[config.mk]
export PLATFORM = sky130hd
export DESIGN_NAME = rvq_isqrt
export DESIGN_NICKNAME = d
export VERILOG_FILES = /design/src/rotation_vector_to_quaternion_core_defines.svh /design/src/rvq_pkg.sv /design/src/rvq_isqrt.sv
export SDC_FILE = /design/constraint.sdc
export NUM_CORES = 2
export LEC_CHECK = 0
export BUFFER_PORTS_ARGS = -buffer_cell sky130_fd_sc_hd__buf_2
export CORE_MARGIN = 3
export CORE_UTILIZATION = 45
export CTS_CLUSTER_SIZE = 8
export DETAILED_ROUTE_END_ITERATION = 12
export GPL_TIMING_DRIVEN = 0
export HOLD_SLACK_MARGIN = 0.12
export PLACE_DENSITY = 0.71
export SETUP_SLACK_MARGIN = 0.5
export SYNTH_ARGS = -nofsm -noshare
export SYNTH_HDL_FRONTEND = slang
export SYNTH_MEMORY_MAX_BITS = 65536
export SYNTH_SLANG_ARGS = --single-unit
[constraint.sdc]
create_clock -name clk -period 4.9 [get_ports clk]
set_input_delay 0.98 -clock clk [delete_from_list [all_inputs] [get_ports clk]]
set_output_delay 0.98 -clock clk [all_outputs]
set_load 0.05 [all_outputs]
[src/rotation_vector_to_quaternion_core_defines.svh]
// assertion macros for the rotation vector to quaternion core
`ifndef ROTATION_VECTOR_TO_QUATERNION_CORE_DEFINES_SVH
`define ROTATION_VECTOR_TO_QUATERNION_CORE_DEFINES_SVH

// same-cycle implication, sampled on clk, off during reset
`define RVQ_ASSERT_NOW(lbl, ante, cons, msg) \
  lbl: assert property (@(posedge clk) disable iff (!rst_n) (ante) |-> (cons)) \
    else $error(msg);

// next-cycle implication, sampled on clk, off during reset
`define RVQ_ASSERT_NEXT(lbl, ante, cons, msg) \
  lbl: assert property (@(posedge clk) disable iff (!rst_n) (ante) |=> (cons)) \
    else $error(msg);

`endif

[src/rvq_pkg.sv]
// shared types, constants and elaboration-time functions of the quaternion core
`timescale 1ns / 1ps

package rvq_pkg;

  localparam int CORDIC_STAGES = 30;

  localparam int IN_W     = 32;
  localparam int SUM_W    = 64;
  localparam int T_W      = 32;
  localparam int SQRT_LAT = T_W;
  localparam int REM_W    = T_W + 2;
  localparam int XY_W     = 44;
  localparam int Z_W      = 60;
  localparam int H_SHIFT  = 27;
  localparam int DIV_BITS = 31;
  localparam int PROD_W   = T_W + DIV_BITS;

  localparam int CORDIC_LAT = CORDIC_STAGES + 3;
  localparam int LANE_LAT   = DIV_BITS + 3;
  localparam int ST_SUM     = 2;
  localparam int ST_T       = ST_SUM + SQRT_LAT;
  localparam int ST_CS      = ST_T + CORDIC_LAT;
  localparam int ST_Q       = ST_CS + LANE_LAT;

  typedef logic signed [IN_W-1:0] comp_t;
  typedef logic [2:0][IN_W-1:0] vec3_t;

  typedef struct packed {
    logic  small_ang;
    comp_t z;
    comp_t y;
    comp_t x;
    comp_t w;
  } quat_t;

  localparam comp_t ONE_Q30 = 32'sh4000_0000;
  localparam logic [SUM_W-1:0] SMALL_SUM_MAX = 64'd72057;

  localparam logic [63:0] PI_Q60 = 64'h3243_F6A8_885A_308D;
  localparam logic [63:0] PI4_Q56 = (PI_Q60 + 64'd32) >> 6;
  localparam logic [63:0] PI2_Q56 = (PI_Q60 + 64'd16) >> 5;

  // multiples of pi/2 removed per quadrant count
  localparam logic [63:0] KP2 [8] = '{
    64'd0, PI2_Q56, 64'd2 * PI2_Q56, 64'd3 * PI2_Q56,
    64'd4 * PI2_Q56, 64'd5 * PI2_Q56, 64'd6 * PI2_Q56, 64'd7 * PI2_Q56
  };

  // restoring long division, constants only
  function automatic logic [63:0] udiv64(input logic [63:0] n, input logic [63:0] d);
    logic [64:0] rem;
    logic [63:0] q;
    rem = '0;
    q   = '0;
    for (int b = 63; b >= 0; b--) begin
      rem = {rem[63:0], n[b]};
      if (rem >= {1'b0, d}) begin
        rem  = rem - {1'b0, d};
        q[b] = 1'b1;
      end
    end
    return q;
  endfunction

  function automatic logic [63:0] isqrt64(input logic [63:0] n);
    logic [63:0] num;
    logic [63:0] res;
    logic [63:0] bv;
    num = n;
    res = '0;
    for (int j = 0; j < 32; j++) begin
      bv = 64'd1 << (62 - 2 * j);
      if (num >= res + bv) begin
        num = num - (res + bv);
        res = (res >> 1) + bv;
      end else begin
        res = res >> 1;
      end
    end
    return res;
  endfunction

  // start value of x: inverse cordic gain, q40
  function automatic logic signed [XY_W-1:0] cordic_x0();
    logic [63:0] p;
    logic [63:0] a;
    logic [63:0] kq;
    p = 64'd1 << 60;
    for (int i = 0; i < CORDIC_STAGES; i++) begin
      if (2 * i < 64) begin
        p = p + (p >> (2 * i));
      end
    end
    a  = isqrt64(p);
    kq = udiv64((64'd1 << 62) + (a >> 1), a);
    return XY_W'(kq << 8);
  endfunction

  // atan(2^-i) in q56 from a truncated series; for i = 0, pi/4 from the pi constant
  function automatic logic signed [Z_W-1:0] atan_q56(input int i);
    logic signed [63:0] s;
    logic [63:0] acc;
    logic [63:0] term;
    s = '0;
    if (i == 0) begin
      acc = PI_Q60;
    end else begin
      for (int n = 0; i * (2 * n + 1) <= 62; n++) begin
        term = udiv64(64'd1 << (62 - i * (2 * n + 1)), 64'(2 * n + 1));
        if (n % 2 == 1) s = s - $signed(term);
        else            s = s + $signed(term);
      end
      acc = s;
    end
    return Z_W'((acc + 64'd32) >> 6);
  endfunction

  // q40 to q30 with round half up and clamp to +-1
  function automatic comp_t to_q30(input logic signed [XY_W-1:0] v);
    logic signed [XY_W-1:0] sh;
    sh = (v + XY_W'(512)) >>> 10;
    if (sh > XY_W'(ONE_Q30))       return ONE_Q30;
    else if (sh < -XY_W'(ONE_Q30)) return -ONE_Q30;
    else                           return IN_W'(sh);
  endfunction

endpackage

[src/rvq_isqrt.sv]
// pipelined integer square root, one result bit per stage
`timescale 1ns / 1ps

module rvq_isqrt (
  input  logic                        clk,
  input  logic                        en,
  input  logic [rvq_pkg::SUM_W-1:0]   sum,
  output logic [rvq_pkg::T_W-1:0]     root
);

  logic [rvq_pkg::SUM_W-1:0] rad_r  [rvq_pkg::SQRT_LAT];
  logic [rvq_pkg::REM_W-1:0] rem_r  [rvq_pkg::SQRT_LAT];
  logic [rvq_pkg::T_W-1:0]   root_r [rvq_pkg::SQRT_LAT];

  for (genvar j = 0; j < rvq_pkg::SQRT_LAT; j++) begin : g_st
    logic [rvq_pkg::SUM_W-1:0] rad_in;
    logic [rvq_pkg::REM_W-1:0] rem_in;
    logic [rvq_pkg::T_W-1:0]   root_in;
    logic [rvq_pkg::REM_W+1:0] acc;
    logic [rvq_pkg::REM_W+1:0] trial;

    if (j == 0) begin : g_first
      assign rad_in  = sum;
      assign rem_in  = '0;
      assign root_in = '0;
    end else begin : g_next
      assign rad_in  = rad_r[j-1];
      assign rem_in  = rem_r[j-1];
      assign root_in = root_r[j-1];
    end

    assign acc   = {rem_in, rad_in[rvq_pkg::SUM_W-1 -: 2]};
    assign trial = {2'b00, root_in, 2'b01};

    always_ff @(posedge clk) begin
      if (en) begin
        rad_r[j] <= {rad_in[rvq_pkg::SUM_W-3:0], 2'b00};
        if (acc >= trial) begin
          rem_r[j]  <= rvq_pkg::REM_W'(acc - trial);
          root_r[j] <= {root_in[rvq_pkg::T_W-2:0], 1'b1};
        end else begin
          rem_r[j]  <= rvq_pkg::REM_W'(acc);
          root_r[j] <= {root_in[rvq_pkg::T_W-2:0], 1'b0};
        end
      end
    end
  end

  assign root = root_r[rvq_pkg::SQRT_LAT-1];

endmodule

## Yosys cells after proc, flatten, opt, wreduce, memory -nomap -nowiden

Memory sizes are Yosys's and may differ from the RTL's.
Index checks and enable logic that the tools add are counted.

| word-level totals | value |
|---|---|
| bits in registers | 0 |
| RAM bits | 4096 |
| output and inout bits | 32 |
| memories | 3 |

Memories:

| name | depth | bits a word | read ports | clocked after Yosys merged registers in | wr ports | line | RTL |
|---|---|---|---|---|---|---|---|
| rad_r | 32 | 62 | 31 | 0 | 32 | rvq_isqrt.sv:11 | `logic [rvq_pkg::SUM_W-1:0] rad_r [rvq_pkg::SQRT_LAT];` |
| rem_r | 32 | 34 | 31 | 0 | 32 | rvq_isqrt.sv:12 | `logic [rvq_pkg::REM_W-1:0] rem_r [rvq_pkg::SQRT_LAT];` |
| root_r | 32 | 32 | 32 | 0 | 32 | rvq_isqrt.sv:13 | `logic [rvq_pkg::T_W-1:0] root_r [rvq_pkg::SQRT_LAT];` |

| cells by class | value |
|---|---|
| $add $sub $neg | 32 |
| magnitude comparators | 32 |
| mux-type cells | 258 |
| bitwise gates (word level) | 64 |

Operator list:

| operator | count |
|---|---|
| $ge A36 B34 Y1 | 31 |
| $mux W34 | 32 |
| $sub A34 B34 Y34 | 31 |
| $mux W32 | 32 |
| $mux W1 | 194 |
| $or A1 B1 Y1 | 64 |
| $sub A2 B1 Y3 const B | 1 |
| $ge A2 B1 Y1 const B | 1 |

## Depth between registers and ports, before layout

An unclocked memory read counts as a cell.

| depth | value |
|---|---|
| depth after elaboration | 6 |
| mapped depth | 14 |

## Worst setup path before layout

OpenSTA, ideal clock, no wires.

| timing path | value |
|---|---|
| path type | input to register |
| start point | input en |
| end point | memory rem_r[1][340] in the netlist's numbering (enable) |
| library setup time | 0.440 ns |
| data arrival time | 3.910 ns |
| setup slack | 0.550 ns |
| stages on the path | 6 |
| buffers on the path | 6 |
| path through | clkbuf_1 clkbuf_1 clkbuf_1 clkbuf_1 clkbuf_1 clkbuf_1 |

RTL lines:

| what | line | RTL |
|---|---|---|
| start, declared | rvq_isqrt.sv:6 | `input logic en,` |
| end, declared | rvq_isqrt.sv:12 |  |

==> metrics.md <==
| Metric | Value |
|---|---|
| Most frequent cells in the layout | `edfxtp_1 (2522), nand2_1 (710), inv_1 (701), o21ai_0 (563), ha_1 (563)` |
| Worst rel slew slack | `0.1971` |
| I/O pin count | `between 90 and 100` |
| Die area | `266600 µm²` |
| Leak | `roughly 50 nW` |
| Vias in the first global route | `71633` |
| Number of fill cells | `21472` |
| Most common cell after layout, fill and taps aside | `edfxtp_1` |
| Unique masters post-synth | `90` |
| IO Port Bufs | `97` |
| Leading area contributor after synthesis | `edfxtp_1` |
| Gr ovfl total | `0` |
| Core Util, Final | `0.5153` |
| Asr flop ratio synth | `0` |
| Final WL | `252.4 mm` |
| Slew @ Worst Pin | `approximately 1.2 ns` |
| Vias | `71160` |
| Synth Register Bits | `between 2000 and 3000` |
| # hold bufs at CTS | `0` |
| Max_cap viols | `0` |
| Top cell type's share of synthesized area | `0.6463` |
| Share of cells above drive strength 1 | `0.08182` |
| Syn_area_per_cell | `12.94 µm²` |
| Main flop type after synthesis | `edfxtp_1` |
| Root buffer cell | `clkbuf_16` |
| Rows | `~190` |
| Worst Hold Class | `in -> reg` |
| Pins Over Slew Limit | `0` |
| DRC viols | `0` |
| Die X | `around 520 µm` |
| Clk pin slew, worst setup/hold paths | `approximately 0.050 ns` |
| Post-synth EDFFs | `2522` |
| Vias per inst | `around 5.5` |
| Setup TNS | `0 ns` |
| Hold Worst Slack | `approximately 0.27 ns` |
| Minimum clock period | `between 4 and 5 ns` |
| Worst vdd ir | `0.3441 mV` |
| Hold Violations, Final | `0` |
| Req. time, crit path | `between 5 and 6 ns` |
| Worst skew pair latency | `~0.88 ns` |
| Reg area | `approximately 76000 µm²` |
| Fin crit share | `0.8697` |
| Seq/Total Area, Yosys | `0.6465` |
| Core ar. | `between 200000 and 300000 µm²` |
| Synth warn | `0` |
| PwrDens | `just under 500 nW/µm²` |
| Post-Synthesis Cells | `just over 9000` |
| Post-Syn Nets | `slightly below 10000` |
| CTS tree | `done` |
| Design Power | `approximately 0.064 W` |
| Final antenna-violating net count | `0` |
| Outcome | `complete, no violations` |
| Clk sinks | `2523` |
| CTS buffer count | `360` |
| DP HPWL | `185.1 mm` |
| Clk_skew | `~0.064 ns` |
| DRT Pass-1 Iters | `7` |
| Final Setup Violations | `0` |
| First-pass GRT wire length | `393.8 mm` |
| Multi-input gate area | `between 30000 and 40000 µm²` |
| Mapped cell area | `approximately 120000 µm²` |
| Top cells by area, synth | `edfxtp_1 (65%), ha_1 (6.0%), xor2_1 (3.3%), xnor2_1 (3.0%), o21ai_0 (2.4%)` |
| Fmax | `between 0.2 and 0.25 GHz` |
| Drt initial violations | `5345` |
| Critical path arrival | `a little under 5 ns` |
| Layout area overhead | `13.39%` |
| CTS max path bufs | `4` |
| Max H-tree Level | `5` |
| Crit end category | `flip-flop` |
| Routability cong. | `approximately 0.94` |
| WL/cell | `slightly below 20 µm` |
| Critical Path Start Type | `flip-flop` |
| Starting Density | `0.4544` |
| Die H | `approximately 520 µm` |
| RSZ-0062 raised after global routing | `true` |
| NumNets Final | `approximately 10000` |
| Crit Path Class | `reg -> reg` |
| Pin count of the biggest net entering global routing | `136` |
| Antenna violations before repair | `8` |
| GRT Total Usage | `0.1869` |
| Critical path fanouts, max | `10` |
==> metrics by stage <==
step | std cells | area, µm² | setup slack (ns)
final | 12995 | 132900 | 0.6384
after global routing | 12992 | 132900 | 0.4997
after CTS | 12985 | 132700 | 0.4495
after detailed placement | 12565 | 122600 | -4.684
after global placement | 12535 | 121900 | -20.67
after floorplan | 9054 | 117200 | 0.5499
==> final timing paths <==
check	from	endpoint	slack, ns	depth (start not counted)
worst max-delay path	rem_r[1][447]$_DFFE_PP_	rem_r[1][485]$_DFFE_PP_	0.64	11
worst min-delay path	sum[11]	rad_r[0][11]$_DFFE_PP_	0.27	1
worst max register to register	rem_r[1][447]$_DFFE_PP_	rem_r[1][485]$_DFFE_PP_	0.64	11
worst min register to register	rad_r[1][59]$_DFFE_PP_	rad_r[1][123]$_DFFE_PP_	0.39	0
==> layer usage <==
| layer | GRT usage | wire length, µm |
|---|---|---|
| met5 | 0 | 20 |
| met4 | 0.09355 | 14060 |
| met3 | 0.02512 | 10470 |
| met2 | 0.3351 | 128400 |
| met1 | 0.2193 | 99400 |
==> repair_timing <==
item | in CTS | in global routing
setup endpoints to repair | 2548 | 495
endpoints found under the hold margin | 0 | 0
setup buffers | 3 | 4
resized for setup | 62 | 40
pin swaps | 1 | 2
cloned | 6 | 2
==> sequential cells by signal (all words and copies together), names as in the netlist <==
| signal | flops |
|---|---|
| rad_r | 992 |
| rem_r | 1003 |
| root_r | 528 |
==> critical path, stage by stage, from the launching register on <==
cell	delay [ns]
edfxtp_1	0.40
ha_1	0.40
nand3_1	0.13
nor2_1	0.20
o311a_1	0.30
nor3_1	0.08
or3_1	0.41
o21ai_0	0.55
nor3_1	0.18
o31ai_4	0.50
clkbuf_2	0.44
mux2_2	0.40
==> power breakdown <==
group          switching [W]  internal, W
combinational        0.00757      0.00537
sequential           0.00189       0.0275
clock                0.00852       0.0132
total                 0.0180       0.0460
==> Yosys cell counts, drive strengths merged (15+ instances only) <==
cell    count
edfxtp   2522
nand2     710
inv       702
o21ai     573
ha        563
nor2      485
a21oi     460
xor2      445
xnor2     396
a21o      237
nor3      235
clkbuf    160
nand3     137
nand2b    133
nor4      126
or3        98
o21a       88
nand4      87
nor2b      82
or2        61
or4        56
mux2       54
a31oi      52
and2       49
and3       49
o21bai     42
o31ai      41
a211oi     40
o211ai     24
nor4b      22
nand3b     21
nand4b     20
a21boi     18
a211o      17
o41ai      17
and4       16
buf        16
mux2i      15
==> kinds of logic (layout without fill, tap and decap cells) <==
logic type	count (synthesis)	in the layout	synth area share
DFF	2523	2523	0.6465
and+or+nand+nor	2427	2427	0.1038
AOI/OAI and AO/OA	1753	1753	0.09199
buffers and inverters	878	1431	0.02829
xor gates and xnor gates	841	841	0.06286
adders and majority gates	563	563	0.06012
muxes	69	69	0.006471
other	0	4	0
==> cell type report <==
| cell class | count | share of cell area |
|---|---|---|
| Clock inverter | 25 | 0.003400 |
| Tap cell | 3384 | 0.03187 |
| Antenna cell | 4 | 0.00007534 |
| Timing Repair Buffer | 142 | 0.01100 |
| Multi-Input combinational cell | 5653 | 0.2882 |
| Buffer | 176 | 0.006338 |
| Clock buffer | 386 | 0.06918 |
| Sequential cell | 2523 | 0.5701 |
| Inverter | 702 | 0.01983 |
Power figures use the tool's default switching activity.
